[src/rtl/lpc_pkg.sv]
// Shared constants and types of the LRU page cache.
package lpc_pkg;

	// Fixed geometry of the cache
	localparam int NUM_PAGES   = 256;
	localparam int ENTRIES     = 16;
	localparam int PAGE_W      = $clog2(NUM_PAGES);
	localparam int RANK_W      = (ENTRIES > 1) ? $clog2(ENTRIES) : 1;
	localparam int CNT_W       = 5;
	localparam int CAP_W       = 5;
	localparam int CAP_RESET   = 16;

	// Configuration port
	localparam int APB_AW      = 2;
	localparam int APB_DW      = 32;
	localparam logic [APB_AW-1:0] ADDR_CAPACITY = '0;

	typedef logic [PAGE_W-1:0] page_t;
	typedef logic [RANK_W-1:0] rank_t;
	typedef logic [CNT_W-1:0]  cnt_t;

	// Commands from the controller to the datapath
	typedef struct packed {
		logic capture;  // latch the request page
		logic lookup;   // register tag match, LRU and free slot
		logic commit;   // apply the update and load the result register
	} lpc_cmd_t;

	// One result transaction
	typedef struct packed {
		logic  hit;
		logic  evicted;
		page_t evicted_page;
		cnt_t  occupancy;
	} lpc_result_t;

endpackage

[src/rtl/lpc_req_if.sv]
// Request channel: one page number per transaction.
interface lpc_req_if
	import lpc_pkg::*;
();
	logic  valid;
	logic  ready;
	page_t page_number;

	modport source (output valid, output page_number, input ready);
	modport sink   (input valid, input page_number, output ready);
endinterface

[src/rtl/lpc_rsp_if.sv]
// Response channel: hit, eviction and occupancy per transaction.
interface lpc_rsp_if
	import lpc_pkg::*;
();
	logic  valid;
	logic  ready;
	logic  hit;
	logic  evicted;
	page_t evicted_page;
	cnt_t  occupancy;

	modport source (output valid, output hit, output evicted, output evicted_page,
		output occupancy, input ready);
	modport sink   (input valid, input hit, input evicted, input evicted_page,
		input occupancy, output ready);
endinterface

[src/rtl/lru_page_cache.sv]
// Fully associative LRU page cache of 16 entries over 8-bit page numbers.
// Each request transaction yields one response transaction. A request passes
// through capture, a parallel tag compare with LRU and free-slot selection,
// and the rank update; the controller accepts one request at a time, and the
// update waits while the response register is held by backpressure. A new request
// is taken while the previous response still waits. The capacity register
// (reset 16) sets how many entries fill before eviction starts; zero counts
// as 1 and values above 16 as 16. Write it only while no request is in flight.
module lru_page_cache
	import lpc_pkg::*;
(
	input  logic              clk,
	input  logic              arst_n,
	lpc_req_if.sink           req,
	lpc_rsp_if.source         rsp,
	input  logic              psel,
	input  logic              penable,
	input  logic              pwrite,
	input  logic [APB_AW-1:0] paddr,
	input  logic [APB_DW-1:0] pwdata,
	output logic [APB_DW-1:0] prdata,
	output logic              pready
);

	lpc_cmd_t         cmd;
	lpc_result_t      result;
	logic [CAP_W-1:0] capacity_q;
	logic             cfg_wr;

	// configuration register
	assign pready = 1'b1;
	assign cfg_wr = psel && penable && pwrite && (paddr == ADDR_CAPACITY);
	always_ff @(posedge clk or negedge arst_n) begin
		if (!arst_n) begin
			capacity_q <= CAP_W'(CAP_RESET);
		end else if (cfg_wr) begin
			capacity_q <= pwdata[CAP_W-1:0];
		end
	end
	assign prdata = {{(APB_DW-CAP_W){1'b0}}, capacity_q};

	lpc_ctrl u_ctrl (
		.clk       (clk),
		.arst_n    (arst_n),
		.in_valid  (req.valid),
		.in_ready  (req.ready),
		.out_valid (rsp.valid),
		.out_ready (rsp.ready),
		.cmd       (cmd)
	);

	lpc_dpath u_dpath (
		.clk      (clk),
		.arst_n   (arst_n),
		.cmd      (cmd),
		.page_in  (req.page_number),
		.capacity (capacity_q),
		.result   (result)
	);

	assign rsp.hit          = result.hit;
	assign rsp.evicted      = result.evicted;
	assign rsp.evicted_page = result.evicted_page;
	assign rsp.occupancy    = result.occupancy;

endmodule

[src/rtl/lpc_ctrl.sv]
// Controller state machine: sequences capture, lookup and update per request.
module lpc_ctrl
	import lpc_pkg::*;
(
	input  logic     clk,
	input  logic     arst_n,
	input  logic     in_valid,
	output logic     in_ready,
	output logic     out_valid,
	input  logic     out_ready,
	output lpc_cmd_t cmd
);

	localparam logic [1:0] S_IDLE = 2'd0;
	localparam logic [1:0] S_LOOK = 2'd1;
	localparam logic [1:0] S_UPD  = 2'd2;

	logic [1:0] state_q, state_d;
	logic       out_valid_q;
	logic       accept;
	logic       commit;

	assign in_ready  = (state_q == S_IDLE);
	assign accept    = in_valid && in_ready;
	// update only once the result register is free or being emptied
	assign commit    = (state_q == S_UPD) && (!out_valid_q || out_ready);
	assign out_valid = out_valid_q;

	assign cmd.capture = accept;
	assign cmd.lookup  = (state_q == S_LOOK);
	assign cmd.commit  = commit;

	// next state
	always_comb begin
		state_d = state_q;
		case (state_q)
			S_IDLE: if (accept) state_d = S_LOOK;
			S_LOOK: state_d = S_UPD;
			S_UPD:  if (commit) state_d = S_IDLE;
			default: state_d = S_IDLE;
		endcase
	end

	// state and result-valid flag
	always_ff @(posedge clk or negedge arst_n) begin
		if (!arst_n) begin
			state_q     <= S_IDLE;
			out_valid_q <= 1'b0;
		end else begin
			state_q <= state_d;
			if (commit) begin
				out_valid_q <= 1'b1;
			end else if (out_ready) begin
				out_valid_q <= 1'b0;
			end
		end
	end

endmodule

[src/rtl/lpc_dpath.sv]
// Datapath: entry tags, age ranks, occupancy and the result register.
module lpc_dpath
	import lpc_pkg::*;
(
	input  logic             clk,
	input  logic             arst_n,
	input  lpc_cmd_t         cmd,
	input  page_t            page_in,
	input  logic [CAP_W-1:0] capacity,
	output lpc_result_t      result
);

	// entry state
	page_t               page_q [ENTRIES];
	rank_t               rank_q [ENTRIES];
	logic [ENTRIES-1:0]  valid_q;
	cnt_t                used_q;
	page_t               req_q;

	// lookup stage
	logic [ENTRIES-1:0]  match_s1, lru_s1, slot_s1;
	logic                hit_s1, evict_s1;
	rank_t               hit_rank_s1;
	page_t               evict_page_s1;

	logic [ENTRIES-1:0]  match, lru, avail, slot;
	logic                hit, need_evict;
	rank_t               hit_rank, lru_rank;
	page_t               evict_page;
	cnt_t                eff_cap;
	lpc_result_t         result_q;

	// capacity clamped to 1..ENTRIES
	always_comb begin
		if (capacity == '0) begin
			eff_cap = cnt_t'(1);
		end else if (cnt_t'(capacity) > cnt_t'(ENTRIES)) begin
			eff_cap = cnt_t'(ENTRIES);
		end else begin
			eff_cap = cnt_t'(capacity);
		end
	end

	// parallel tag compare; the LRU entry holds rank used-1
	assign lru_rank = rank_t'(used_q - cnt_t'(1));
	always_comb begin
		hit_rank   = '0;
		evict_page = '0;
		for (int i = 0; i < ENTRIES; i++) begin
			match[i] = valid_q[i] && (page_q[i] == req_q);
			lru[i]   = valid_q[i] && (rank_q[i] == lru_rank);
			if (match[i]) hit_rank = hit_rank | rank_q[i];
			if (lru[i]) evict_page = evict_page | page_q[i];
		end
	end
	assign hit        = |match;
	assign need_evict = !hit && (used_q >= eff_cap);
	// lowest free entry, counting the one about to be evicted
	assign avail      = ~valid_q | (need_evict ? lru : '0);
	assign slot       = avail & (~avail + {{(ENTRIES-1){1'b0}}, 1'b1});

	// request and lookup registers
	always_ff @(posedge clk) begin
		if (cmd.capture) begin
			req_q <= page_in;
		end
		if (cmd.lookup) begin
			match_s1      <= match;
			lru_s1        <= lru;
			slot_s1       <= slot;
			hit_s1        <= hit;
			evict_s1      <= need_evict;
			hit_rank_s1   <= hit_rank;
			evict_page_s1 <= need_evict ? evict_page : '0;
		end
	end

	// entry update
	always_ff @(posedge clk or negedge arst_n) begin
		if (!arst_n) begin
			valid_q <= '0;
			used_q  <= '0;
			for (int i = 0; i < ENTRIES; i++) begin
				rank_q[i] <= '0;
			end
		end else if (cmd.commit) begin
			for (int i = 0; i < ENTRIES; i++) begin
				if (hit_s1) begin
					if (match_s1[i]) begin
						rank_q[i] <= '0;
					end else if (valid_q[i] && rank_q[i] < hit_rank_s1) begin
						rank_q[i] <= rank_q[i] + rank_t'(1);
					end
				end else if (slot_s1[i]) begin
					valid_q[i] <= 1'b1;
					rank_q[i]  <= '0;
				end else if (evict_s1 && lru_s1[i]) begin
					valid_q[i] <= 1'b0;
					rank_q[i]  <= '0;
				end else if (valid_q[i]) begin
					rank_q[i] <= rank_q[i] + rank_t'(1);
				end
			end
			if (!hit_s1 && !evict_s1) begin
				used_q <= used_q + cnt_t'(1);
			end
		end
	end

	// tag store, written on a miss
	always_ff @(posedge clk) begin
		if (cmd.commit && !hit_s1) begin
			for (int i = 0; i < ENTRIES; i++) begin
				if (slot_s1[i]) page_q[i] <= req_q;
			end
		end
	end

	// result register
	always_ff @(posedge clk) begin
		if (cmd.commit) begin
			result_q.hit          <= hit_s1;
			result_q.evicted      <= evict_s1;
			result_q.evicted_page <= evict_page_s1;
			result_q.occupancy    <= (hit_s1 || evict_s1) ? used_q : used_q + cnt_t'(1);
		end
	end

	assign result = result_q;

endmodule

[src/flat_wrapper.sv]
// flat-port wrapper written by rule: the top's interface ports become plain ports
module lru_page_cache_flat import lpc_pkg::*;
  (clk, arst_n, psel, penable, pwrite, paddr, pwdata, prdata, pready, req_valid, req_page_number, req_ready, rsp_valid, rsp_hit, rsp_evicted, rsp_evicted_page, rsp_occupancy, rsp_ready);
  lpc_req_if req_i ();
  lpc_rsp_if rsp_i ();
  input  logic clk;
  input  logic arst_n;
  input  logic psel;
  input  logic penable;
  input  logic pwrite;
  input  logic [APB_AW-1:0] paddr;
  input  logic [APB_DW-1:0] pwdata;
  output logic [APB_DW-1:0] prdata;
  output logic pready;
  input wire logic [$bits(req_i.valid)-1:0] req_valid;
  input wire logic [$bits(req_i.page_number)-1:0] req_page_number;
  output wire logic [$bits(req_i.ready)-1:0] req_ready;
  output wire logic [$bits(rsp_i.valid)-1:0] rsp_valid;
  output wire logic [$bits(rsp_i.hit)-1:0] rsp_hit;
  output wire logic [$bits(rsp_i.evicted)-1:0] rsp_evicted;
  output wire logic [$bits(rsp_i.evicted_page)-1:0] rsp_evicted_page;
  output wire logic [$bits(rsp_i.occupancy)-1:0] rsp_occupancy;
  input wire logic [$bits(rsp_i.ready)-1:0] rsp_ready;
  assign req_i.valid = req_valid;
  assign req_i.page_number = req_page_number;
  assign req_ready = req_i.ready;
  assign rsp_valid = rsp_i.valid;
  assign rsp_hit = rsp_i.hit;
  assign rsp_evicted = rsp_i.evicted;
  assign rsp_evicted_page = rsp_i.evicted_page;
  assign rsp_occupancy = rsp_i.occupancy;
  assign rsp_i.ready = rsp_ready;
  lru_page_cache u_core (.clk(clk), .arst_n(arst_n), .req(req_i), .rsp(rsp_i), .psel(psel), .penable(penable), .pwrite(pwrite), .paddr(paddr), .pwdata(pwdata), .prdata(prdata), .pready(pready));
endmodule
[config.mk]
export PLATFORM = sky130hd
export DESIGN_NAME = lru_page_cache_flat
export DESIGN_NICKNAME = d
export VERILOG_FILES = /design/src/rtl/lpc_pkg.sv /design/src/rtl/lpc_req_if.sv /design/src/rtl/lpc_rsp_if.sv /design/src/rtl/lru_page_cache.sv /design/src/rtl/lpc_ctrl.sv /design/src/rtl/lpc_dpath.sv /design/src/flat_wrapper.sv
export SDC_FILE = /design/constraint.sdc
export NUM_CORES = 1
export LEC_CHECK = 0
export BUFFER_PORTS_ARGS = -buffer_cell sky130_fd_sc_hd__buf_2
export CAP_MARGIN = 20
export CORE_ASPECT_RATIO = 0.75
export CORE_MARGIN = 2
export CORE_UTILIZATION = 65
export DETAILED_ROUTE_END_ITERATION = 8
export GPL_TIMING_DRIVEN = 1
export PLACE_DENSITY = 0.84
export SYNTH_ARGS = -nofsm -noshare
export SYNTH_HDL_FRONTEND = slang
export SYNTH_SLANG_ARGS = --single-unit
[constraint.sdc]
create_clock -name clk -period 7.5 [get_ports clk]
set_clock_uncertainty 0.2 [all_clocks]
set_input_delay 0.75 -clock clk [delete_from_list [all_inputs] [get_ports clk]]
set_output_delay 0.75 -clock clk [all_outputs]
set_load 0.05 [all_outputs]
Yosys cells after proc, flatten, opt, wreduce, memory -nomap -nowiden
Memories as Yosys holds them, arrays and structs flattened.
Index checks and enable logic that the tools add are counted.

operators by class
  magnitude comparators = 18
  reduce and logical (&&, ||, !) cells = 149
  mux-type cells = 217
  eq/ne operators = 52
  $add $sub $neg = 19
  bitwise gates (word level) = 35

operator list
  kind                     count
  $mux W4                  112
  $eq A8 B8 Y1             16
  $mux W8                  16
  $or A8 B8 Y8             15
  $reduce_and A3 Y1        32
  $mux W1                  82
  $logic_and A1 B1 Y1      72
  $add A4 B1 Y4 const B    16
  $eq A4 B4 Y1             16
  $lt A4 B4 Y1             16
  $reduce_bool A4 Y1       16
  $or A4 B4 Y4             15
  $ne A3 B2 Y1 const B     16
  $reduce_bool A2 Y1       17
  $not A16 Y16             2
  $add A16 B1 Y16 const B  1
  $and A16 B16 Y16         1
  $mux W16                 1
  $or A16 B16 Y16          1
  $reduce_or A16 Y1        1
  $mux W5                  3
  $pmux W2 S3              1
  $add A5 B1 Y5 const B    1
  $ge A5 B5 Y1             1
  13 further kinds         20

word-level totals
  memory bits (writable) = 128
  bits in registers = 178
  memories = 1
  output and inout bits = 50

memory list
  memory                 depth  bits a word  read ports  clocked after Yosys merged registers in  write ports  line             text
  u_core.u_dpath.page_q  16     8            16          0                                        16           lpc_dpath.sv:14  page_t page_q [ENTRIES];

Longest topological paths before layout
  word-level depth = 34
  mapped depth = 14
  gate-level depth less buffers = 12

Modules after synthesis
From an unflattened synthesis, not the netlist that was laid out.

second synthesis, totals
  cell total of the unflattened synthesis = 1403
  area total of the unflattened synthesis = 16724.8 um^2

by module, submodules not included
  module          cells each  sequential area each (um^2)  times used  area an instance (um^2)
  lpc_dpath       1346        8523.2                       1           16141.7
  lru_page_cache  42          126.4                        1           427.9
  lpc_ctrl        15          75.1                         1           155.1

Least setup slack after synthesis
OpenSTA, ideal clock, no wires.

  path type = register to register
  start = register u_core.u_ctrl.state_q[1]
  end = register u_core.u_dpath.evict_page_s1[0], enable pin
  period minus slack after synthesis = 3867 ps
  setup time = 491 ps
  cell stages (with the launch flop) = 2
  arrival time = 3177 ps
  required time = 6809 ps
  slack = 3633 ps
  cell sequence = dfrtp_1 -> nor2b_1

on the way
  word-level cells in the longest chain between the ends = 1

ends and longest elaborated chain
  item                    line             text
  from (decl)             lpc_ctrl.sv:18   logic [1:0] state_q, state_d;
  from (signal assigned)  lpc_ctrl.sv:50   state_q <= state_d;
  $eq A2 B1 Y1            lpc_ctrl.sv:30   assign cmd.lookup = (state_q == S_LOOK);
  to (signal assigned)    lpc_dpath.sv:74  evict_page_s1 <= need_evict ? evict_page : '0;
  to (decl)               lpc_dpath.sv:24  page_t evict_page_s1;

No other way between the ends.
A chain may end at the register's enable or synchronous reset.

Worst setup path after layout
  start = register u_core.u_dpath.used_q[0]
  end = register u_core.u_dpath.slot_s1[15], data pin

on the way
  word-level cells in the longest chain between the ends = 8
  elaborated cells on any way between the ends = 40
  classes of those cells = add/sub: 2; order compare: 1; eq/ne: 16; mux: 1; bitwise: 3; reduce/logical: 17

ends and longest elaborated chain
  item                                  line              text
  from (decl)                           lpc_dpath.sv:17   cnt_t used_q;
  from (signal assigned)                lpc_dpath.sv:105  used_q <= used_q + cnt_t'(1);
  $sub A4 B1 Y4 (*)                     lpc_dpath.sv:45   assign lru_rank = rank_t'(used_q - cnt_t'(1));
  named net u_core.u_dpath.lru_rank[0]  lpc_dpath.sv:28   rank_t hit_rank, lru_rank;
  $eq A4 B4 Y1                          lpc_dpath.sv:51   lru[i] = valid_q[i] && (rank_q[i] == lru_rank);
  $logic_and A1 B1 Y1                   lpc_dpath.sv:51
  $mux W16 (*)                          lpc_dpath.sv:59   assign avail = ~valid_q | (need_evict ? lru : '0);
  $or A16 B16 Y16 (*)                   lpc_dpath.sv:59
  $not A16 Y16                          lpc_dpath.sv:60   assign slot = avail & (~avail + {{(ENTRIES-1){1'b0}}, 1'b1});
  $add A16 B1 Y16                       lpc_dpath.sv:60
  $and A16 B16 Y16 (*)                  lpc_dpath.sv:60
  named net u_core.u_dpath.slot[15]     lpc_dpath.sv:26   logic [ENTRIES-1:0] match, lru, avail, slot;
  to (signal assigned)                  lpc_dpath.sv:70   slot_s1 <= slot;
  to (decl)                             lpc_dpath.sv:21   logic [ENTRIES-1:0] match_s1, lru_s1, slot_s1;

The timed path passes the listed nets; every way through them passes the cells marked *.

==> results.json <==
{
  "cts_root_buf": "clkbuf_16",
  "hold_path_end": "u_core.u_dpath.req_q[0]",
  "worstPathMaxFanout": 21,
  "syn_to_final_growth_pct": 8.07,
  "cts_hold_buf": 1,
  "path_cells": "buf_4 > inv_1 > ha_1 > xnor2_4 > xor2_1 > and3_1 > or4_4 > nor3_4 > o31ai_4 > nor4b_2",
  "synth_flop_cell": "edfxtp_1",
  "ir_drop_mv": 0.318,
  "hold_path.class": "input pin to flop",
  "drive_above_1_share_pct": 12.3,
  "ys_seq_area_share_pct": 51.1,
  "cts_setup_buffers": 0,
  "path_delay_family": "simple AND/OR/NAND/NOR gates",
  "grt_max_degree": 55,
  "wirelength_microns": 47700,
  "post_cts_resized": 0,
  "drv_cap": 0,
  "dieArea_sq_mm": 0.0276,
  "antenna_found_initial": 0,
  "ctsLongestPathBuffers": 3,
  "drtIter0Drc": 1906,
  "yosysWarnings": 0,
  "antenna_left": 0,
  "worst_slew_pin_slew_ns": 1.20,
  "post_drt_via_cell_ratio": 6.93,
  "io_pins": 99,
  "grt_pass1_vias": 12000,
  "final_core_util_pct": 71.2,
  "grt_pass1_wl_microns": 72400,
  "rsz0062_at_grt": "false",
  "post_synth_inst_count": 1411,
  "dr.pass1.iters": 6,
  "syn_area_per_cell_sq_um": 12.1,
  "drcViolationCount": 0,
  "regToRegEndpoint": "u_core.u_dpath.slot_s1[15]",
  "slowest_stage": "xnor2_4",
  "cp_data_arrival_time_ns": 4.50,
  "clock_latency_ns": 0.58,
  "start_util_pct": 65.9,
  "synth_edf_count": 213,
  "fin_setup_tns_ns": 0,
  "timing.final.crit_share_pct": 57.4,
  "r2r-start": "u_core.u_dpath.used_q[0]",
  "outcome": "finished clean",
  "fp.dieH_microns": 144,
  "port_buffers": 43,
  "yosysMostFrequentCell": "edfxtp_1",
  "powerDensity_mw_per_mm2": 365,
  "synthDistinctLibCells": 66,
  "fillers": 1800,
  "fmax_mhz": 232,
  "ys_seq_elements": 306,
  "nets": 1568,
  "place.gp.congestion": 0.988,
  "grtUsageTotal_pct": 35.2,
  "cp_num_buf_inv": 2,
  "numCtsBuffers": 30,
  "r2r_slack_ns": 3.19,
  "seq_area_sq_mm": 0.00872,
  "yosys.area.top_type": "edfxtp_1",
  "worst-setup-path-type": "flop to flop",
  "start_kind": "flop",
  "finalMaxSlewViolations": 0,
  "synthesis.area_sq_mm": 0.0171,
  "crit_required_ns": 7.69,
  "coreArea_sq_mm": 0.0259,
  "holdPathStages": 1,
  "finalSetupViolations": 0,
  "hp-start": "req_page_number[0]",
  "worst-r2r-cell-count": 10,
  "maxSlewHeadroom_pct": 19.2,
  "synth_top_area_share_pct": 37.5,
  "htreeDepth": 1,
  "rows": 51,
  "finalHoldViolCount": 0,
  "die_w_microns": 191,
  "multiInputGateArea_sq_mm": 0.00770,
  "synth.top_cells.by_count": "213 x edfxtp_1, 151 x xnor2_1, 92 x dfrtp_1",
  "path_clk_slew_ns": 0.06,
  "p_leak_nw": 7.18,
  "cts_tree": "yes",
  "setup.worst_path.end_class": "flop",
  "synthArstFlopShare_pct": 30.4,
  "wire_per_inst_microns": 26.3,
  "slowest_delay_ns": 0.69,
  "antennaDiodeCount": 0,
  "overflow": 0,
  "post-route-min-period_ns": 4.31,
  "hpwl_microns": 32800,
  "vias": 12600,
  "cts.sinks": 306,
  "synth.area.top_cells": "edfxtp_1 37%, dfrtp_1 13%, xnor2_1 7.7%"
}
## layout by cell type, fill, tap and decap left out, drive strengths merged, types with 36 or more instances in the layout
cell type	synthesis	layout
xnor2	153	153
edfxtp	213	213
a21oi	45	45
xor2	56	56
nand2b	37	37
inv	36	36
a21o	53	53
a22o	37	37
buf	65	77
and3	39	39
ha	71	71
nand2	39	39
dfrtp	92	92
nor2	40	40
nand3	66	66
## cells by family (layout without fill, tap and decap cells)
logic type,Yosys count,count (layout),synth area share [%]
AO/OA/AOI/OAI,321,321,14.0
flip-flops,306,306,51.1
XOR/XNOR,221,221,12.5
other,2,28,0.0440
multiplexers,21,21,1.34
adder cells (fa/ha/maj),71,71,5.20
buffers and inverters,135,170,4.46
AND/OR/NAND/NOR,334,334,11.4
## final cells by class
class | count | area share (%)
repair buffers | 78 | 2.62
clock buffers | 33 | 4.13
multi-input cells | 996 | 41.7
well taps | 344 | 2.33
flip-flops and latches | 306 | 47.3
inverters | 36 | 0.746
clock inverters | 23 | 1.17
## stage by stage
step	hold WS, ns	worst slack [ns]	instances	cell area, sq um	power [W]
2_1_floorplan	0.200	3.63	1437	17200	0.00440
4_1_cts	0.143	3.31	1816	18500	0.00665
3_3_place_gp	0.202	3.44	1759	17500	0.00502
5_1_grt	0.140	3.05	1816	18500	0.00701
3_5_place_dp	0.205	3.35	1759	17500	0.00513
6_report	0.149	3.19	1816	18500	0.00673
## worst register-to-register path: stages (launching register included)
cell     delay [ns]
dfrtp_1        0.34
buf_4          0.38
inv_1          0.22
ha_1           0.32
xnor2_4        0.69
xor2_1         0.13
and3_1         0.48
or4_4          0.67
nor3_4         0.25
o31ai_4        0.14
nor4b_2        0.29
## power by group
part           total, W  switching, W  internal (W)
registers       0.00262      0.000441       0.00218
clock network   0.00151      0.000674      0.000840
logic           0.00259       0.00160      0.000992
## sequential cells by signal (all words and copies together) (netlist names), 15 cells and up
signal / flops
u_core.u_dpath.slot_s1: 16
u_core.u_dpath.page_q: 128
u_core.u_dpath.result: 15
u_core.u_dpath.lru_s1: 16
u_core.u_dpath.rank_q: 64
u_core.u_dpath.match_s1: 16
u_core.u_dpath.valid_q: 16
## layer usage
metal	track usage, %	wire [microns]	vias to the layer above
met5	0.916	32	-
met4	10.0	1600	2
met3	10.9	7570	154
met2	51.5	20100	974
met1	50.6	18400	6080
li1	-	-	5369
## worst max-delay path by stage
stage	slack [ns]	startpoint	endpoint	cells past startpoint
floorplan	3.63	u_core.u_ctrl.state_q[1]	u_core.u_dpath.evict_page_s1[0]	1
global placement	3.44	u_core.u_dpath.used_q[0]	u_core.u_dpath.slot_s1[15]	10
detailed placement	3.35	u_core.u_dpath.used_q[0]	u_core.u_dpath.slot_s1[12]	10
CTS	3.31	u_core.u_dpath.used_q[0]	u_core.u_dpath.slot_s1[12]	10
global route	3.05	u_core.u_dpath.used_q[0]	u_core.u_dpath.slot_s1[12]	10
finish	3.19	u_core.u_dpath.used_q[0]	u_core.u_dpath.slot_s1[15]	10
(Power assumes the default switching activity.)
